<file path="config.mk">
export PLATFORM = sky130hd
export DESIGN_NAME = scfa_ram
export DESIGN_NICKNAME = d
export VERILOG_FILES = /design/src/hdl/scfa_ram.sv
export SDC_FILE = /design/constraint.sdc
export NUM_CORES = 1
export LEC_CHECK = 0
export ABC_AREA = 1
export BUFFER_PORTS_ARGS = -buffer_cell sky130_fd_sc_hd__buf_2
export CORE_MARGIN = 1
export CORE_UTILIZATION = 40
export CTS_CLUSTER_SIZE = 28
export DETAILED_ROUTE_END_ITERATION = 10
export HOLD_SLACK_MARGIN = 0.02
export PLACE_DENSITY = 0.57
export SETUP_SLACK_MARGIN = 0.2
export SYNTH_ARGS = -nofsm -noshare
export SYNTH_HDL_FRONTEND = slang
export SYNTH_SLANG_ARGS = --single-unit
</file>
<file path="constraint.sdc">
create_clock -name clk -period 2.6 [get_ports clk]
set_clock_uncertainty 0.1 [all_clocks]
set_input_delay 0.52 -clock clk [delete_from_list [all_inputs] [get_ports clk]]
set_output_delay 0.52 -clock clk [all_outputs]
set_load 0.02 [all_outputs]
</file>
<file path="src/hdl/scfa_ram.sv">
// generic single write port ram with registered read
module scfa_ram #(
  parameter int WIDTH = 8,
  parameter int DEPTH = 16
) (
  input  logic                     clk,
  input  logic                     we,
  input  logic [$clog2(DEPTH)-1:0] waddr,
  input  logic [WIDTH-1:0]         wdata,
  input  logic [$clog2(DEPTH)-1:0] raddr,
  output logic [WIDTH-1:0]         rdata
);

  logic [WIDTH-1:0] mem [DEPTH];

  // write and registered read
  always_ff @(posedge clk) begin
    if (we) begin
      mem[waddr] <= wdata;
    end
    rdata <= mem[raddr];
  end

endmodule

</file>
* Word-level counts from Yosys, hierarchy flattened
Memories as Yosys holds them, arrays and structs flattened. A register that Yosys moved wholly into a read port is not among the register bits.
Index checks and enable logic that the tools add are counted.
** Storage, ports and cells
- Flip-flop bits (word level) :: 0
- Memory bits (writable) :: 128
- Bits of input ports :: 18
- Logic and storage cells :: 3
- Memories kept :: 1
** Memory list
- mem :: depth 16, bits a word 8, rd ports 1, clocked after memory_dff 1, wr ports 1, RTL line 14 : logic [WIDTH-1:0] mem [DEPTH];
** Cells by class
- Mux-type cells :: 2
** Operators by type and width (number)
- $mux 1 :: 2

* Depth between registers and ports, before layout
Gate-level depths: netlist of the first run.
- Depth after elaboration :: 2
- Gate-level depth with buffers :: 8

* Worst setup path after synthesis of the first run
OpenSTA, ideal clock, no wires.
- Kind :: input -> register
- Start :: input waddr[2]
- End :: memory mem[10][0] (enable)
- Arrival :: 1.101 ns
- Data required time :: 2.130 ns
- Setup slack :: 1.029 ns
- Cell stages on the path :: 2
- Buffers on the path :: 0
- Cells stage by stage :: nand3b_1 -> nor2_1
** RTL lines
- start: declaration :: RTL line 8 : input logic [$clog2(DEPTH)-1:0] waddr,
- end: declaration :: RTL line 14
No word-level cell before the write port.

==> out/metrics.yaml, run 1 <==
sta:
  period_needed_ps: 1630
  slew_viol_final: 0
  fmax_ghz: 0.615
  rsz0062_at_grt: "no"
  tns_ps: 0
  slew_headroom: 0.440
  setup_violations: 0
  hold_violations: 0
  finalCritPeriodShare: 0.626
  worst_pin_slew_ps: 837
critical_path:
  cp-end-kind: "register"
  critPathRequiredTime_ps: 2810
  r2r-start: "mem[5][6]"
  r2r_slack_ps: 1430
  critPathLaunchType: "input pin"
  critPathMaxStageDelay_ps: 560
  cp.arrival_ps: 1830
  path_cells: "buf_2, buf_4, nand2_1, nand3_1, nand3_1, nand3_1, nand2_1"
  cp-endpoint: "rdata[6]"
  critPathMostFrequentCell: "nand3_1"
  r2r-end: "rdata[6]"
  path_class: "in2reg"
  cp_slowest_cell: "buf_4"
  cp-startpoint: "raddr[0]"
  cp_max_fo: 64
  worstRegToRegCells: 6
detailed_routing:
  drc: 0
  drtIter0Drc: 270
  postRouteAntennaNets: 0
  first_pass_iters: 5
  via_count: 3754
  wl_per_cell_um: 17.7
  drt-total-wl_um: 13600
  vias_per_cell: 4.89
power:
  p_leak_nw: 2.83
  internal_power_w: 0.00412
  p_seq_frac: 0.472
  clkPwrFrac: 0.468
  netSwitchingPower_w: 0.00111
  combPwrFrac: 0.060
  ir_worst_vdd_v: 0.000440
  swShare: 0.211
  powerDensity_nw_per_um2: 792
synth:
  synth_seq_area_share: 0.694
  ys.warnings.count: 0
  synth_top_family_by_area: "simple AND/OR/NAND/NOR gates"
  ys_types: 12
  netlist_instances: 551
  syn_nets: 569
  synthSimpleGateAreaFrac: 0.210
  synth-adder-area-share: 0
  syn_avg_cell_area_um2: 10.5
  ys_ff_latch: 136
  synth.largest_area_cell: "edfxtp_1"
  synthTopCellsByArea: "edfxtp_1 (67%), nand2_1 (11%), nand3_1 (8.4%), inv_1 (6.5%), dfxtp_1 (2.8%)"
  synth_xor_area_frac: 0
  syn_area_um2: 5770
  synth_compound_area_frac: 0
  muxShareOfSynthArea: 0
  synth_top_area_share: 0.667
clock_tree:
  cts.sink_count: 136
  cts-resized-gates: 0
  clkTransAtPathRegs_ps: 60
  insertion_delay_ps: 420
  tritoncts: "done"
  cts_buffers: 17
  cts_buffer_depth: 2
  cts-root-buf: "clkbuf_16"
  hold_buffers: 0
  cts.htree.levels: 4
  cts_setup_buffers: 0
placed_design:
  routabilityCongestion: 0.769
  port_buffers: 25
  place_hpwl_um: 8420
global_routing:
  grt_pass1_wl_um: 21100
  grt_use_met3: 0.0463
  grt_pass1_vias: 3754
  grt_usage: 0.201
  grt_start_max_net_pins: 65
  top_usage_layer: "met2"
  grt_util_met2: 0.316
  use_met1: 0.262
  antenna_found_initial: 0
  grt-ovfl-total: 0
die:
  core_area_um2: 14000
  placementRows: 43
  dieArea_um2: 14900
  die_w_um: 122
  start_util: 0.412
  io_pins: 26
  die_h_um: 122
layout:
  n_antenna_cell: 0
  area.growth.synth_to_final_pct: 14.4
  final_util: 0.472
  layout_commonest_cell: "nand2_1"
  fill_cells: 1305
  layout-drive-gt1-share: 0.0952
  layout.nets: 593
  final_cell_mix: "nand2_1 (173), edfxtp_1 (128), inv_1 (100)"
status:
  status: "complete, no violations"
worst_hold_path:
  hp-class: "in2reg"
job:
  maxCapViolations: 0
[synth_stat cells]
master and count:
nand3_1 97, inv_2 2, nand2_1 173, dfxtp_1 8
nor2_1 17, nand3b_1 2, buf_2 13, buf_6 6
edfxtp_1 128, buf_1 1, inv_1 100, buf_4 4
[critical path: cells and delay by family]
kind | cells | cell delay, ps
buffers and inverters | 2 | 660
AND/OR/NAND/NOR | 5 | 620
[power groups by stage]
stage	Combinational [W]	Clock, W	Sequential [W]
2_1_floorplan	0.000173	0	0.00253
3_3_place_gp	0.000314	0	0.00251
3_5_place_dp	0.000315	0	0.00251
4_1_cts	0.000315	0.00246	0.00247
5_1_grt	0.000347	0.00257	0.00247
6_report	0.000314	0.00245	0.00247
[cells by family after synthesis]
kind of cell,after synthesis
flip-flops,136
buffers and inverters,126
AND/OR/NAND/NOR,289
[final cells by class]
| class | instances | area (um2) | area share |
|---|---|---|---|
| Clock buffer | 21 | 440 | 0.0667 |
| Clock inverter | 11 | 154 | 0.0233 |
| Inverter | 102 | 383 | 0.0580 |
| Multi-Input combinational cell | 289 | 1210 | 0.184 |
| Sequential cell | 136 | 4000 | 0.607 |
| Tap cell | 180 | 225 | 0.0341 |
| Timing Repair Buffer | 29 | 180 | 0.0273 |
[state kept, by name (all words and copies together) (netlist names)]
register / count
rdata: 8
mem: 128
[layer usage]
metal	wire length, um	share of wire
met4	420	0.031
met1	6100	0.45
met3	643	0.047
met2	6460	0.47
met5	0	0
[how the worst min path moves through the flow]
stage                    start        to  depth (start not counted)
floorplan           mem[10][0]  rdata[0]                          6
global placement    mem[10][6]  rdata[6]                          6
detailed placement   mem[6][7]  rdata[7]                          6
CTS                   raddr[3]  rdata[2]                          3
global route          raddr[3]  rdata[2]                          3
finish                raddr[3]  rdata[6]                          3
[per-stage QoR]
step           cells  worst slack (ps)  area (um2)  total power [W]  hold slack, ps
2_1_floorplan    551              1030        5770          0.00270             507
3_3_place_gp     736               602        6010          0.00283             580
3_5_place_dp     736               573        6010          0.00283             573
4_1_cts          768               989        6600          0.00525             366
5_1_grt          768               871        6600          0.00538             387
6_report         768               973        6600          0.00523             384
Note: power is estimated with default switching activity, not from simulation.
==> run 2: changes to the inputs <==
==> constraint.sdc (replaced) <==
create_clock -name clk -period 1.51 [get_ports clk]
set_clock_uncertainty 0.1 [all_clocks]
set_input_delay 0.302 -clock clk [delete_from_list [all_inputs] [get_ports clk]]
set_output_delay 0.302 -clock clk [all_outputs]
set_load 0.02 [all_outputs]
==> run 2 against run 1 <==
Critical path depth decreased by 6. Non-clock buffer count increased by 24. Critical path type is now reg2out. Register-to-register slack got worse by 1000 ps. Sequential power up 72%. Critical endpoint is now rdata[5]. Largest cell class unchanged. Clock-buffer cell count down 1. Cell count grew 3.1%. Clock power up 46%. Core utilization grew 1.3 points. Setup slack worse by 760 ps.
==> out/metrics.yaml, run 2 (same netlist as run 1, synthesis figures left out) <==
layout:
  largest-register: "mem"
  area.growth.synth_to_final_pct: 17.7
  layout_commonest_cell: "nand2_1"
  top_regs: "mem x128, rdata x8"
  final_cell_mix: "nand2_1 (173), edfxtp_1 (128), inv_1 (100)"
  n_antenna_cell: 0  # unchanged
  final_cell_count_no_fill: 792  # +3.1%
  fill_cells: 1307  # +0.15%
  fin_area_um2: 6790  # +2.8%
  layout.nets: 617  # +4.0%
  largest_reg_flops: 128  # unchanged
  layout-drive-gt1-share: 0.149  # +0.0535
critical_path:
  r2r-start: "mem[0][2]"
  cp.arrival_ps: 900  # -930 ps
  critPathRequiredTime_ps: 1110  # -1700 ps
  cp_slowest_cell: "dfxtp_4"
  crit_buf_inv: 1  # -1
  crit_family: "flip-flops"
  critPathMaxStageDelay_ps: 360  # -200 ps
  cp-end-kind: "primary output"
  critPathLaunchType: "register"
  path_class: "reg2out"
  cp-startpoint: "rdata[5]"
  path_cells: "buf_6"
  cp_max_fo: 1  # -98%
die:
  io_pins: 26  # unchanged
  core_area_um2: 14000  # unchanged
  die_h_um: 122  # unchanged
  start_util: 0.412  # unchanged
  placementRows: 43  # unchanged
  die_w_um: 122  # unchanged
  dieArea_um2: 14900  # unchanged
placed_design:
  dpl.cell_count: 760  # +3.3%
  place_hpwl_um: 8240  # -2.1%
  port_buffers: 25  # unchanged
  place_ws_ps: 38.5  # -534 ps
  placed_cell_area_um2: 6230  # +3.7%
  routabilityCongestion: 0.780  # +1.4%
detailed_routing:
  first_pass_iters: 4  # -1
  drc: 0  # unchanged
  via_count: 3784  # +0.80%
  vias_per_cell: 4.78  # -2.3%
  postRouteAntennaNets: 0  # unchanged
  wl_per_cell_um: 16.5  # -6.9%
  drt-total-wl_um: 13100  # -4.0%
  drtIter0Drc: 255  # -5.6%
clock_tree:
  cts.htree.levels: 4  # unchanged
  insertion_delay_ps: 410  # about the same
  hold_buffers: 0  # unchanged
  cts-root-buf: "clkbuf_16"
  tritoncts: "done"
  cts_buffer_depth: 2  # unchanged
  cts-resized-gates: 13  # +13
  cts_setup_buffers: 0  # unchanged
  cts_buffers: 17  # unchanged
  cts.sink_count: 136  # unchanged
  clkTransAtPathRegs_ps: 60  # about the same
sta:
  setup_violations: 0  # unchanged
  fmax_ghz: 0.770
  hold_violations: 0  # unchanged
  layout_setup_ws_ps: 212  # -761 ps
  slew_viol_final: 0  # unchanged
  slew_headroom: 0.727  # +0.287
  worst_pin_slew_ps: 409  # -428 ps
  tns_ps: 0  # unchanged
  finalCritPeriodShare: 0.860
  period_needed_ps: 1300
  rsz0062_at_grt: "yes"
worst_hold_path:
  hold_start: "raddr[2]"
  hp-class: "in2reg"
status:
  status: "complete, no violations"
global_routing:
  grt_usage: 0.197  # -0.00438
  antenna_found_initial: 0  # unchanged
  grt_pass1_vias: 3666  # -2.3%
  grt_pass1_wl_um: 20500  # -2.9%
  grt-ovfl-total: 0  # unchanged
  grt_start_max_net_pins: 33  # -49%
power:
  powerDensity_nw_per_um2: 1240  # +57%
  p_leak_nw: 2.96  # +4.7%
  ir_worst_vdd_v: 0.000766  # +74%
job:
  maxCapViolations: 0  # unchanged
==> run 2: routing by layer <==
| metal | vias up | GRT usage | part of all wire |
|---|---|---|---|
| li1 | 1868 | - | - |
| met1 | 1807 | 0.257 | 0.45 |
| met2 | 94 | 0.307 | 0.48 |
| met3 | 15 | 0.0599 | 0.049 |
| met4 | 0 | 0.0785 | 0.020 |
| met5 | - | 0 | 0 |
==> run 2: layout make-up <==
| type | count | area (um2) | area share |
|---|---|---|---|
| flip-flops and latches | 136 | 4010 | 0.591 |
| well taps | 180 | 225 | 0.0332 |
| clock inverters | 12 | 58.8 | 0.00867 |
| multi-input cells | 289 | 1220 | 0.180 |
| clock buffers | 20 | 457 | 0.0673 |
| inverters | 102 | 383 | 0.0564 |
| repair buffers | 53 | 433 | 0.0638 |
==> run 2: path summary, 6_finish.rpt <==
check	to	slack (ps)	depth (start not counted)
worst max-delay path	rdata[5]	210	1
worst min-delay path	rdata[2]	190	4
worst max register to register	rdata[2]	390	6
worst min register to register	rdata[2]	550	6
==> run 2: per-stage QoR <==
step | util | hold slack [ps] | power (W)
detailed placement | 0.445 | 548 | 0.00491
global route | 0.485 | 209 | 0.00873
floorplan | - | 301 | 0.00465
global placement | 0.445 | 546 | 0.00489
CTS | 0.485 | 175 | 0.00850
finish | 0.485 | 188 | 0.00842
==> run 2: power by group <==
| part | internal [W] | total (W) | switching (W) |
|---|---|---|---|
| Sequential | 0.00422 | 0.00426 | 0.0000304 |
| Clock | 0.00214 | 0.00358 | 0.00144 |
| Combinational | 0.000198 | 0.000592 | 0.000394 |
