[src/hdl/scfa_pkg.sv]
// shared types, codes and constants of the size class allocator
package scfa_pkg;

  localparam int NUM_CLASSES = 5;

  // result status codes
  localparam logic [2:0] ST_OK         = 3'd0;
  localparam logic [2:0] ST_TOO_LARGE  = 3'd1;
  localparam logic [2:0] ST_EXHAUSTED  = 3'd2;
  localparam logic [2:0] ST_INVALID    = 3'd3;
  localparam logic [2:0] ST_TABLE_FULL = 3'd4;

  // action codes
  localparam logic ACT_ALLOC   = 1'b0;
  localparam logic ACT_RELEASE = 1'b1;

  // configuration register indexes
  localparam logic CFG_HEAP_BASE  = 1'b0;
  localparam logic CFG_HEAP_LIMIT = 1'b1;

  typedef struct packed {
    logic        action;
    logic [15:0] request_size;
    logic [31:0] chunk_address;
  } in_item_t;

  typedef struct packed {
    logic [2:0]  status;
    logic [31:0] block_address;
    logic [9:0]  granted_size;
  } out_item_t;

  // what a probe does when it reaches its cell
  typedef enum logic [1:0] {
    PM_FIND_ADDR  = 2'd0,
    PM_TAKE_INDEX = 2'd1,
    PM_WRITE      = 2'd2
  } probe_mode_t;

  typedef struct packed {
    logic        valid;
    probe_mode_t mode;
    logic        found;
    logic [2:0]  cls;
  } probe_ctl_t;

  typedef enum logic [1:0] {
    S_IDLE  = 2'd0,
    S_QREAD = 2'd1,
    S_WAIT  = 2'd2
  } state_t;

  // bytes of each size class
  function automatic logic [9:0] class_bytes(input logic [2:0] c);
    logic [9:0] b;
    unique case (c)
      3'd0:    b = 10'd32;
      3'd1:    b = 10'd64;
      3'd2:    b = 10'd128;
      3'd3:    b = 10'd256;
      default: b = 10'd512;
    endcase
    return b;
  endfunction

endpackage

[src/hdl/scfa_cell.sv]
// one record cell of the chain: holds a block record and passes the probe on
module scfa_cell #(
  parameter int ADDR_BITS = 32,
  parameter int IDX_BITS  = 6,
  parameter int IDX       = 0
) (
  input  logic                         clk,
  input  logic                         rst_n,
  input  scfa_pkg::probe_ctl_t         ctl_in,
  input  logic [((ADDR_BITS > 32) ? ADDR_BITS : 32)-1:0] addr_in,
  input  logic [IDX_BITS-1:0]          idx_in,
  output scfa_pkg::probe_ctl_t         ctl_out,
  output logic [((ADDR_BITS > 32) ? ADDR_BITS : 32)-1:0] addr_out,
  output logic [IDX_BITS-1:0]          idx_out
);

  localparam int LW = (ADDR_BITS > 32) ? ADDR_BITS : 32;

  logic                 valid_r, valid_nxt;
  logic                 use_r, use_nxt;
  logic [ADDR_BITS-1:0] own_addr_r, own_addr_nxt;
  logic [2:0]           own_cls_r, own_cls_nxt;

  scfa_pkg::probe_ctl_t  ctl_nxt;
  logic                  pvalid_r;
  scfa_pkg::probe_mode_t pmode_r;
  logic                  pfound_r;
  logic [2:0]            pcls_r;
  logic [LW-1:0]         addr_r, addr_nxt;
  logic [IDX_BITS-1:0]   idx_r, idx_nxt;

  logic match_addr;
  logic match_idx;

  // local compare and record update
  always_comb begin
    match_addr   = valid_r && use_r && (LW'(own_addr_r) == addr_in);
    match_idx    = (idx_in == IDX_BITS'(IDX));
    valid_nxt    = valid_r;
    use_nxt      = use_r;
    own_addr_nxt = own_addr_r;
    own_cls_nxt  = own_cls_r;
    ctl_nxt      = ctl_in;
    addr_nxt     = addr_in;
    idx_nxt      = idx_in;
    if (ctl_in.valid && !ctl_in.found) begin
      unique case (ctl_in.mode)
        scfa_pkg::PM_FIND_ADDR: begin
          if (match_addr) begin
            use_nxt       = 1'b0;
            ctl_nxt.found = 1'b1;
            ctl_nxt.cls   = own_cls_r;
            idx_nxt       = IDX_BITS'(IDX);
          end
        end
        scfa_pkg::PM_TAKE_INDEX: begin
          if (match_idx) begin
            use_nxt       = 1'b1;
            ctl_nxt.found = 1'b1;
            addr_nxt      = LW'(own_addr_r);
          end
        end
        scfa_pkg::PM_WRITE: begin
          if (match_idx) begin
            valid_nxt     = 1'b1;
            use_nxt       = 1'b1;
            own_addr_nxt  = ADDR_BITS'(addr_in);
            own_cls_nxt   = ctl_in.cls;
            ctl_nxt.found = 1'b1;
          end
        end
        default: begin
          ctl_nxt.found = 1'b0;
        end
      endcase
    end
  end

  // control state
  always_ff @(posedge clk) begin
    if (!rst_n) begin
      valid_r  <= 1'b0;
      use_r    <= 1'b0;
      pvalid_r <= 1'b0;
    end else begin
      valid_r  <= valid_nxt;
      use_r    <= use_nxt;
      pvalid_r <= ctl_nxt.valid;
    end
  end

  // payload
  always_ff @(posedge clk) begin
    own_addr_r <= own_addr_nxt;
    own_cls_r  <= own_cls_nxt;
    pmode_r    <= ctl_nxt.mode;
    pfound_r   <= ctl_nxt.found;
    pcls_r     <= ctl_nxt.cls;
    addr_r     <= addr_nxt;
    idx_r      <= idx_nxt;
  end

  assign ctl_out  = '{valid: pvalid_r, mode: pmode_r, found: pfound_r, cls: pcls_r};
  assign addr_out = addr_r;
  assign idx_out  = idx_r;

endmodule

[config.mk]
export PLATFORM = sky130hd
export DESIGN_NAME = scfa_cell
export DESIGN_NICKNAME = d
export VERILOG_FILES = /design/src/hdl/scfa_pkg.sv /design/src/hdl/scfa_cell.sv
export SDC_FILE = /design/constraint.sdc
export NUM_CORES = 1
export LEC_CHECK = 0
export ABC_CLOCK_PERIOD_IN_PS = 2200
export BUFFER_PORTS_ARGS = -buffer_cell sky130_fd_sc_hd__buf_2
export CAP_MARGIN = 20
export CORE_UTILIZATION = 40
export CTS_CLUSTER_SIZE = 16
export DETAILED_ROUTE_END_ITERATION = 8
export PLACE_DENSITY = 0.67
export SLEW_MARGIN = 40
export SYNTH_ARGS = -nofsm -noshare
export SYNTH_HDL_FRONTEND = slang
export SYNTH_SLANG_ARGS = --single-unit
[constraint.sdc]
create_clock -name clk -period 2.2 [get_ports clk]
set_input_delay 0.22 -clock clk [delete_from_list [all_inputs] [get_ports clk]]
set_output_delay 0.22 -clock clk [all_outputs]
set_load 0.02 [all_outputs]
Word-level counts from Yosys, hierarchy flattened

Index checks and enable logic that the tools add are counted.

Flip-flop bits (word level): 82
Logic and storage cells: 39
Output and inout port bits: 45
Bits of input ports: 47

Reduce and logical (&&, ||, !) cells: 10
Equal/unequal tests: 5
Muxes and demuxes: 14

Operator list:

| kind                                                                  | number |
|---|---|
| 32-bit 2-to-1 mux                                                     | 3 |
| 32-bit equality test                                                  | 1 |
| 6-bit 2-to-1 mux                                                      | 3 |
| 4-bit 2-to-1 mux                                                      | 2 |
| 6-bit logical NOT                                                     | 1 |
| 1-bit case mux with 2 select lines                                    | 2 |
| 4-bit AND reduction                                                   | 1 |
| 1-bit logical AND                                                     | 3 |
| 1-bit 2-to-1 mux                                                      | 3 |
| 3-bit 2-to-1 mux                                                      | 1 |
| 3-bit AND reduction                                                   | 1 |
| 2-bit by 1-bit equality test with 1-bit output, second input constant | 1 |
| 2-bit equality test, second input constant                            | 1 |
| 2-bit logical NOT                                                     | 1 |
| 2-bit by 1-bit != test with 1-bit output, second input constant       | 1 |
| 2-bit != test, second input constant                                  | 1 |
| 2-bit nonzero test                                                    | 1 |
| 2-bit OR reduction                                                    | 1 |
| 1-bit logical NOT                                                     | 1 |

Longest topological paths before layout

Gate-level depths: netlist of run 1.

Depth after elaboration: 5
Mapped depth: 6
Mapped depth without buffers: 6

Worst setup path after synthesis of run 1

Ideal clock, no wire load.

Kind: input-to-reg
Start point: input port idx_in[5]
End point: register own_addr_r[0], enable pin
Stages: 3
Required time: 1.804 ns
Library setup time: 0.396 ns
Path slack: -0.118 ns
Arrival time: 1.922 ns
Path buffers: 0
Cell sequence: or4_4 -> nor3_4 -> and3_1

Word-level cells in the longest chain between the ends: 2

RTL lines:

| element                              | RTL line        | RTL |
|---|---|---|
| from (decl)                          | scfa_cell.sv:11 | `input logic [IDX_BITS-1:0] idx_in,` |
| 6-bit logical NOT                    | scfa_cell.sv:38 | `match_idx = (idx_in == IDX_BITS'(IDX));` |
| 3-bit AND reduction (no source line) | -               |  |
| to (signal assigned)                 | scfa_cell.sv:94 | `own_addr_r <= own_addr_nxt;` |
| to (decl)                            | scfa_cell.sv:21 | `logic [ADDR_BITS-1:0] own_addr_r, own_addr_nxt;` |

Every way passes these cells.
A chain may end at the register's enable or synchronous reset.

==> flow_summary.yaml, run 1 <==
logic_synthesis:
  syn_inst: 202
  ys_types: 34
  synth_fa_ha_area_share_pct: 1.572
  synth_top_family_by_area: "multiplexers"
  synth.most_common_cell: "dfxtp_1"
  synthMuxAreaShare_pct: 15.64
  yosysTopAreaCell: "edfxtp_1"
  yosysSeqAreaShare_pct: 62.58
  synth_edf_count: 35
  syn_area_per_cell_um2: 15.76
  ys_async_sr_fraction_pct: 0
  synth_compound_area_share_pct: 1.808
  ys_ff_latch: 82
  synth_ff_type: "dfxtp_1"
  syn_nets: 253
  yosysTopAreaCellShare_pct: 33.02
  yosys_warnings: 0
  ys_top_cells_by_count: "dfxtp_1 (47), edfxtp_1 (35), xor2_1 (29)"
  syn-cell-area_um2: 3183
  synthSimpleGateAreaFrac_pct: 8.294
  yosys-top-cells-area: "edfxtp_1 (33%), dfxtp_1 (30%), mux2_4 (13%), xor2_1 (8.0%), mux2_2 (2.1%)"
  synth_xor_area_share_pct: 7.980
sta:
  hold_violations: 0
  tightest_slew_ns: 0.4119
  max_freq_ghz: 0.4833
  slew_headroom_pct: 72.54
  setup_viol: 0
  fin_skew_ns: 0.01122
  tns_ns: 0
  fin_crit_sh_pct: 94.06
  slew_violations: 0
  period_needed_ns: 2.069
cts:
  cts_tree: "yes"
  cts_sinks: 82
  cts_buffer_depth: 2
  root_buffer: "clkbuf_8"
  cts_buffers: 9
  holdBufCountCts: 0
  htreeDepth: 3
  clk_latency_ns: 0.35
  cts.clk_slew.worst_paths_ns: 0.08
floorplan:
  dieArea_um2: 8318
  core_area_um2: 7727
  rows: 32
  design.portCount: 92
  dieWidth_um: 91.21
  die_h_um: 91.21
  start_util_pct: 41.19
setup_path:
  worstSetupStartpointType: "register"
  startpoint: "own_addr_r[19]$_DFFE_PP_"
  reg2reg_depth: 6
  slowest_delay_ns: 0.41
  endpoint_kind: "register"
  rr_startpoint: "own_addr_r[19]$_DFFE_PP_"
  r2r_end: "pcls_r[2]$_DFF_P_"
  crit_buf_inv: 0
  crit_family: "simple AND/OR/NAND/NOR gates"
  worst-r2r-setup-slack_ns: 0.13
  crit_slowest_cell: "edfxtp_1"
  crit_type: "reg -> reg"
  cp_cell_sequence: "xor2_1 > nor4_1 > nand4_1 > nor2_2 > nand4_4 > mux2_2"
  critPathMaxFanout: 5
  crit_arrival_ns: 2.30
  worstPathRequired_ns: 2.43
hold_path:
  holdPathEnd: "pmode_r[1]$_DFF_P_"
  hold_class: "in -> reg"
  hold_path_depth: 1
  min_from: "ctl_in[5]"
layout:
  nets: 358
  postLayoutCoreUtil_pct: 52.44
  area_delta_synth_final_pct: 27.32
  n_antenna_cell: 0
  drive_gt1_share_pct: 51.60
  fillers: 667
routing:
  dr.pass1.iters: 6
  drc: 0
  drt_iter0_drc: 32
  antenna_left: 0
  totalWireLength_um: 5710
  vias_per_cell: 4.611
  vias: 1909
  wire_per_inst_um: 13.79
global_route:
  met2_usage_pct: 21.97
  busiest_layer: "met2"
  first_global_vias: 1787
  grt_max_degree: 20
  met1_usage_pct: 17.08
  use_met3_pct: 5.276
  grt_usage_pct: 13.79
  grt_pass1_wl_um: 8687
  overflow: 0
  antenna_found_initial: 0
placement:
  numPortBuffers: 91
  hpwl_um: 4029
  place.gp.congestion: 0.7259
power_and_ir_drop:
  p_sw_uw: 667.3
  p_int_uw: 2448
  leakage_uw: 0.001808
  netSwitchingFraction_pct: 21.42
  power_density_nw_per_um2: 768.7
  power_frac_seq_pct: 52.6
  vdd_drop_max_uv: 380.5
  combPwrFrac_pct: 8.6
  power.share.clock_pct: 38.8
flow_run:
  cap_violations: 0
status:
  status: "completed"
==> layout make-up <==
class	count	area [µm²]	share of cell area [%]
multi-input combinational	111	1152	28.43
inverter	5	18.77	0.4631
clock buffer	15	198.9	4.909
tap	102	127.6	3.149
timing repair buffer	98	533.0	13.15
clock inverter	1	30.03	0.7410
sequential	82	1992	49.15
==> timing repair <==
action	in CTS	in global routing
endpoints found under the setup margin	0	10
endpoints found under the hold margin	0	0
buffers inserted	0	2
resized for setup	0	3
==> state kept, by name (all words and copies together), names as in the netlist <==
signal,cells
addr_out,32
own_addr_r,32
idx_out,6
own_cls_r,3
pcls_r,3
pmode_r,2
pfound_r,1
pvalid_r,1
use_r,1
valid_r,1
==> kinds of logic (layout without fill, tap and decap cells) <==
logic type | Yosys count | count (layout)
AO/OA/AOI/OAI | 8 | 8
XOR/XNOR | 29 | 29
adder cells (fa/ha/maj) | 4 | 4
buffers and inverters | 10 | 119
flip-flops | 82 | 82
multiplexers | 35 | 35
AND/OR/NAND/NOR | 34 | 35
==> worst max-delay path by stage <==
stage	endpoint	slack [ns]	depth (start not counted)
floorplan	own_addr_r[0]$_DFFE_PP_	0.26	3
global placement	pcls_r[0]$_DFF_P_	0.08	6
detailed placement	pcls_r[1]$_DFF_P_	0.04	6
CTS	pcls_r[2]$_DFF_P_	0.02	6
global route	pcls_r[2]$_DFF_P_	-0.002	6
finish	pcls_r[2]$_DFF_P_	0.13	6
==> power groups by stage <==
stage / Sequential (µW) / Clock (µW) / Combinational, µW
2_1_floorplan: 1730 / 0 / 93.1
6_report: 1640 / 1210 / 268
4_1_cts: 1640 / 1240 / 267
3_3_place_gp: 1670 / 0 / 261
5_1_grt: 1640 / 1300 / 288
3_5_place_dp: 1670 / 0 / 267
==> layer usage <==
layer	share of wire, %	wire length, µm	up-vias
met3	5.5	316	9
met2	46	2628	67
li1	-	-	931
met5	0	0	-
met1	47	2695	902
met4	1.2	70	0
==> cell usage in the layout (no fill, tap or decap), types with 2 or more instances in the layout <==
| cell type | synthesis | routed |
|---|---|---|
| nor4_1 | 6 | 4 |
| and2_2 | 6 | 6 |
| mux2_4 | 28 | 28 |
| xor2_1 | 29 | 29 |
| dfxtp_1 | 47 | 47 |
| nor2b_1 | 2 | 2 |
| buf_2 | 0 | 91 |
| ha_1 | 4 | 4 |
| nand2b_1 | 2 | 2 |
| nor3_1 | 2 | 2 |
| nand4_1 | 2 | 2 |
| nor4_2 | 0 | 2 |
| clkbuf_8 | 0 | 10 |
| edfxtp_1 | 35 | 35 |
| buf_12 | 0 | 2 |
| buf_4 | 2 | 5 |
| mux2_2 | 6 | 6 |
| inv_1 | 5 | 5 |
| nand2_1 | 4 | 4 |
| clkbuf_16 | 0 | 2 |
| clkbuf_1 | 0 | 3 |
| o21ai_0 | 2 | 2 |
==> metrics by stage <==
step / cells / setup WS (ns) / area [µm²] / power (µW) / hold slack (ns)
finish: 414 / 0.1307 / 4053 / 3115 / 0.02769
global route: 414 / -0.002207 / 4053 / 3226 / 0.01604
CTS: 411 / 0.01845 / 4010 / 3142 / 0.01973
detailed placement: 395 / 0.04435 / 3781 / 1941 / 0.3788
global placement: 395 / 0.08423 / 3781 / 1934 / 0.3788
floorplan: 202 / 0.2554 / 3184 / 1823 / 0.2477
No activity file was read; power rests on OpenSTA's default activity.
==> run 2, diff against run 1 <==
--- a/config.mk
+++ b/config.mk
@@ -5,13 +5,13 @@
 export SDC_FILE = /design/constraint.sdc
 export NUM_CORES = 1
 export LEC_CHECK = 0
-export ABC_CLOCK_PERIOD_IN_PS = 2200
+export ABC_AREA = 1
+export ABC_CLOCK_PERIOD_IN_PS = 2100
 export BUFFER_PORTS_ARGS = -buffer_cell sky130_fd_sc_hd__buf_2
 export CAP_MARGIN = 20
 export CORE_UTILIZATION = 40
 export CTS_CLUSTER_SIZE = 16
 export DETAILED_ROUTE_END_ITERATION = 8
-export PLACE_DENSITY = 0.67
 export SLEW_MARGIN = 40
 export SYNTH_ARGS = -nofsm -noshare
 export SYNTH_HDL_FRONTEND = slang
==> constraint.sdc (replaced) <==
create_clock -name clk -period 2.1 [get_ports clk]
set_input_delay 0.21 -clock clk [delete_from_list [all_inputs] [get_ports clk]]
set_output_delay 0.21 -clock clk [all_outputs]
set_load 0.02 [all_outputs]
==> run 2 against run 1 <==
  * Worst hold slack improved by 0.019 ns
  * Via count increased by 41%
  * Synthesized cell count grew 92%
  * Clock skew down 0.0021 ns
  * Non-clock buffer count shrank 2
  * Power decreased by 0.67%
  * Die area rose by 8.6%
  * Synthesized area grew 8.8%
  * Register-to-register slack improved by 0.29 ns
  * Critical endpoint is now addr_out[25]$_DFF_P_
  * Largest cell class unchanged
  * Largest power group unchanged
==> flow_summary.yaml, run 2 <==
status:
  status: "completed"
setup_path:
  endpoint_kind: "register"
  crit_family: "buffers and inverters"
  crit_buf_inv: 4
  critPathMaxFanout: 28
  cp_cell_sequence: "dlygate4sd3_1 > buf_2 > inv_1 > ha_1 > nand2_1 > nor2_4 > buf_4 > o21ai_0"
  r2r_end: "pcls_r[0]$_DFF_P_"
  worst-r2r-setup-slack_ns: 0.42
  worstSetupStartpointType: "input pin"
  crit_arrival_ns: 1.96
  reg2reg_depth: 8
  cp_num_cells: 8
  rr_startpoint: "own_addr_r[30]$_DFFE_PP_"
  crit_type: "in -> reg"
  worstPathRequired_ns: 2.33
  crit_slowest_cell: "dlygate4sd3_1"
  slowest_delay_ns: 0.53
cts:
  clk_latency_ns: 0.35
  cts.clk_slew.worst_paths_ns: 0.08
  htreeDepth: 3
  cts_sinks: 82
  cts_tree: "yes"
  root_buffer: "clkbuf_8"
  cts_buffer_depth: 2
  postCtsSetupRepairBufs: 0
  holdBufCountCts: 2
  cts_buffers: 9
  postCtsResizedCells: 0
sta:
  fin_crit_sh_pct: 82.34
  hold_violations: 0
  tns_ns: 0
  slew_headroom_pct: 76.54
  slew_violations: 0
  tightest_slew_ns: 0.3511
  grt_setup_unrepaired: "no"
  max_freq_ghz: 0.5784
  period_needed_ns: 1.729
  setup_viol: 0
  fin_skew_ns: 0.009113
global_route:
  first_global_vias: 2362
  grt_pass1_wl_um: 11230
  overflow: 0
  grt_max_degree: 37
  antenna_found_initial: 0
  grt_usage_pct: 16.67
logic_synthesis:
  ys_top_cells_by_count: "nand2_1 (116), inv_1 (65), dfxtp_1 (47)"
  syn_inst: 387
  yosys_warnings: 0
  yosysSeqAreaShare_pct: 57.49
  yosysTopAreaCell: "edfxtp_1"
  syn_nets: 438
  syn_area_per_cell_um2: 8.952
  synth_edf_count: 35
  ys_ff_latch: 82
  yosysTopAreaCellShare_pct: 30.34
  ys_types: 31
  synth_ff_type: "dfxtp_1"
  ys_async_sr_fraction_pct: 0
  synth.most_common_cell: "nand2_1"
  yosys-top-cells-area: "edfxtp_1 (30%), dfxtp_1 (27%), nand2_1 (13%), inv_1 (7.0%), o21ai_0 (3.6%)"
  syn-cell-area_um2: 3465
routing:
  vias: 2685
  wire_per_inst_um: 11.65
  drt_iter0_drc: 162
  antenna_left: 0
  vias_per_cell: 4.497
  dr.pass1.iters: 4
  drc: 0
  totalWireLength_um: 6953
placement:
  dp.cells: 579
  hpwl_um: 5318
  place.gp.congestion: 0.7933
  numPortBuffers: 91
layout:
  layout_common_cells: "nand2_1 (116), buf_2 (91), inv_1 (65)"
  n_antenna_cell: 0
  area_delta_synth_final_pct: 22.93
  fin_cells: 597
  drive_gt1_share_pct: 27.03
  final_common_cell: "nand2_1"
  nets: 538
  fillers: 791
floorplan:
  core_area_um2: 8299
  dieWidth_um: 95.07
  start_util_pct: 41.75
  design.portCount: 92
  die_h_um: 95.07
  rows: 33
  dieArea_um2: 9037
hold_path:
  min_from: "ctl_in[3]"
  holdPathEnd: "pfound_r$_DFF_P_"
  hold_class: "in -> reg"
  hold_path_depth: 3
power_and_ir_drop:
  leakage_uw: 0.002053
  vdd_drop_max_uv: 339.1
  power_density_nw_per_um2: 726.5
flow_run:
  cap_violations: 0
## run 2: worst max-delay path by stage
| stage | startpoint | to | slack [ns] |
|---|---|---|---|
| finish | ctl_in[5] | addr_out[25]$_DFF_P_ | 0.37 |
| global placement | own_addr_r[30]$_DFFE_PP_ | pcls_r[2]$_DFF_P_ | 0.45 |
| global route | ctl_in[5] | addr_out[26]$_DFF_P_ | 0.20 |
| floorplan | idx_in[1] | own_addr_r[0]$_DFFE_PP_ | 0.21 |
| CTS | ctl_in[5] | addr_out[25]$_DFF_P_ | 0.37 |
| detailed placement | own_addr_r[30]$_DFFE_PP_ | pcls_r[0]$_DFF_P_ | 0.39 |
## run 2: stage by stage
stage | cell area (µm²) | power [µW] | hold WS [ns] | setup WS, ns | util, %
after global routing | 4259 | 3226 | 0.03527 | 0.1973 | 51.32
after floorplan | 3467 | 1916 | 0.2377 | 0.2131 | -
after CTS | 4259 | 3136 | 0.02815 | 0.3695 | 51.32
final | 4259 | 3094 | 0.04672 | 0.3710 | 51.32
after global placement | 4050 | 2042 | 0.3630 | 0.4458 | 48.80
after detailed placement | 4050 | 2045 | 0.3664 | 0.3911 | 48.80
## run 2: cell families after synthesis
kind of cell	after synthesis	synth area share, %
muxes	9	2.925
buffers and inverters	75	8.631
adders and majority gates	4	1.445
AOI/OAI and AO/OA	32	4.803
and+or+nand+nor	174	21.92
xor gates and xnor gates	11	2.781
DFF	82	57.49
## run 2: layout make-up
cell class / count / area (µm²) / share of cell area, %
Tap cell: 105 / 131.4 / 3.085
Sequential cell: 82 / 1992 / 46.77
Timing Repair Buffer: 96 / 510.5 / 11.99
Inverter: 68 / 255.2 / 5.993
Multi-Input combinational cell: 230 / 1181 / 27.73
Clock inverter: 4 / 22.52 / 0.5288
Clock buffer: 12 / 166.4 / 3.907
## run 2: worst register-to-register path, delay by kind of cell, from the launching register on
kind	cells	cell delay [ns]
AND/OR/NAND/NOR	7	0.85
flip-flops	1	0.40
XOR/XNOR	1	0.33
## run 2: power by group
group | switching, µW | internal [µW]
Combinational | 181 | 112
Sequential | 10.3 | 1710
Clock | 554 | 532
## run 2: routing by layer
layer	part of all wire, %	up-vias	GRT usage [%]
li1	-	1415	-
met1	48	1190	22.92
met2	45	69	24.94
met3	4.8	11	3.429
met4	1.9	0	8.081
met5	0	-	0
==> run 3, diff against run 2 <==
--- a/config.mk
+++ b/config.mk
@@ -6,12 +6,13 @@
 export NUM_CORES = 1
 export LEC_CHECK = 0
 export ABC_AREA = 1
-export ABC_CLOCK_PERIOD_IN_PS = 2100
+export ABC_CLOCK_PERIOD_IN_PS = 1400
 export BUFFER_PORTS_ARGS = -buffer_cell sky130_fd_sc_hd__buf_2
 export CAP_MARGIN = 20
 export CORE_UTILIZATION = 40
 export CTS_CLUSTER_SIZE = 16
 export DETAILED_ROUTE_END_ITERATION = 8
+export PLACE_DENSITY = 0.66
 export SLEW_MARGIN = 40
 export SYNTH_ARGS = -nofsm -noshare
 export SYNTH_HDL_FRONTEND = slang
==> constraint.sdc (replaced) <==
create_clock -name clk -period 1.4 [get_ports clk]
set_input_delay 0.14 -clock clk [delete_from_list [all_inputs] [get_ports clk]]
set_output_delay 0.14 -clock clk [all_outputs]
set_load 0.02 [all_outputs]
==> run 3 against run 2 <==
  * The run now ends with negative setup slack left
  * Sequential share of layout area down 5.5 points
  * Clock power up 53%
  * Final area up 13%
  * Critical path depth unchanged
  * Non-clock buffer count up 53
  * Combinational power up 89%
  * Sequential power up 50%
  * Critical path type is now reg -> reg
  * Largest cell class unchanged
  * Largest power group unchanged
==> flow_summary.yaml, run 3 (synthesis gave the netlist of run 2 again) <==
status:
  violations: "negative setup slack"
  status: "finished with violations"
cts:
  clk_latency_ns: 0.36
  postCtsSetupRepairBufs: 0
  root_buffer: "clkbuf_8"
  htreeDepth: 3
  cts_buffer_depth: 2
  cts_buffers: 9
  cts.clk_slew.worst_paths_ns: 0.09
  cts_sinks: 82
  cts_tree: "yes"
placement:
  place.gp.congestion: 0.7951
  numPortBuffers: 91
  hpwl_um: 5649
routing:
  drt_iter0_drc: 93
  vias: 2943
  wire_per_inst_um: 12.08
  vias_per_cell: 4.521
  dr.pass1.iters: 4
  drc: 0
  antenna_left: 0
  totalWireLength_um: 7867
setup_path:
  crit_buf_inv: 0
  crit_family: "simple AND/OR/NAND/NOR gates"
  crit_arrival_ns: 1.80
  crit_type: "reg -> reg"
  slowest_delay_ns: 0.41
  endpoint_kind: "register"
  cp_cell_sequence: "xnor2_1 > nand4_1 > nor2_1 > nand3_2 > nor2_4 > nand3_4 > nand2_1 > nand2_1"
  worstPathRequired_ns: 1.66
  path_common_cell: "nand2_1"
  worstSetupStartpointType: "register"
  critPathMaxFanout: 9
  crit_slowest_cell: "edfxtp_1"
sta:
  slew_headroom_pct: 75.48
  grt_setup_unrepaired: "yes"
  whs_ns: 0.01580
  tns_ns: -1.307
  fin_crit_sh_pct: 109.9
  fin_skew_ns: 0.01225
  final.setup.worst_slack_ns: -0.1393
  max_freq_ghz: 0.6497
  setup_viol: 11
  slew_violations: 0
  hold_violations: 0
  tightest_slew_ns: 0.3640
  period_needed_ns: 1.539
global_route:
  grt_usage_pct: 18.40
  overflow: 0
  grt_max_degree: 37
  grt_pass1_wl_um: 12480
  antenna_found_initial: 1
  first_global_vias: 2805
power_and_ir_drop:
  leakage_uw: 0.002302
  vdd_drop_max_uv: 687.6
  power_density_nw_per_um2: 994.3
floorplan:
  rows: 33
  dieArea_um2: 9037
  start_util_pct: 41.75
  core_area_um2: 8299
  dieWidth_um: 95.07
  die_h_um: 95.07
  design.portCount: 92
layout:
  final_common_cell: "nand2_1"
  nets: 591
  area_delta_synth_final_pct: 39.40
  register_area_um2: 1992
  drive_gt1_share_pct: 30.28
  layout_common_cells: "nand2_1 (108), buf_2 (91), inv_1 (60)"
  multi_input_area_um2: 1216
  fillers: 717
hold_path:
  hold_class: "in -> reg"
flow_run:
  cap_violations: 0
## run 3: cell count changes in the layout (fill, tap and decap cells not counted), sizes merged
cell	change
clkinv	+3
diode	+1
inv	-2
buf	+16
dlygate4sd3	+37
clkbuf	-1
## run 3: power by group
group          total (µW)  switching, µW  internal (µW)  leakage (µW)
clock                1670            870            804      0.000104
sequential           2580           17.2           2560      0.000710
combinational         553            299            254       0.00149
## run 3: final timing paths
check                           cells after the start                  endpoint                startpoint  slack, ns
worst max register to register                      8         pcls_r[1]$_DFF_P_  own_addr_r[20]$_DFFE_PP_      -0.14
worst min-delay path                                1  own_addr_r[13]$_DFFE_PP_               addr_in[13]       0.02
worst max-delay path                                8         pcls_r[1]$_DFF_P_  own_addr_r[20]$_DFFE_PP_      -0.14
worst min register to register                      1      valid_r$_SDFFE_PN0P_      valid_r$_SDFFE_PN0P_       0.48
## run 3: through the flow
step / total power, µW / worst slack, ns / util [%] / cell area [µm²] / std cells
6_report: 4802 / -0.1393 / 58.19 / 4830 / 651
5_1_grt: 5013 / -0.3262 / 58.16 / 4827 / 650
4_1_cts: 4842 / -0.1437 / 57.86 / 4802 / 650
3_5_place_dp: 3088 / -0.1440 / 50.55 / 4195 / 595
3_3_place_gp: 3079 / -0.1142 / 50.55 / 4195 / 595
2_1_floorplan: 2875 / -0.02737 / - / 3472 / 387
## run 3: timing repair
item                       CTS  global route
gates resized for setup      3            13
pin swaps                    1             5
setup endpoints to repair   11            11
hold endpoints to repair    41             0
hold buffers                39             0
## run 3: cell type report
| cell class | count | share of cell area, % |
|---|---|---|
| Inverter | 68 | 5.285 |
| Antenna cell | 1 | 0.05181 |
| Clock buffer | 11 | 3.368 |
| Sequential cell | 82 | 41.24 |
| Multi-Input combinational cell | 230 | 25.18 |
| Tap cell | 105 | 2.720 |
| Clock inverter | 5 | 0.7513 |
| Timing Repair Buffer | 149 | 21.40 |
## run 3: metal layers
metal	global-route usage, %	part of all wire (%)
met5	0	0.17
met4	10.98	3.0
met3	4.147	4.8
met2	28.99	46
met1	22.96	45
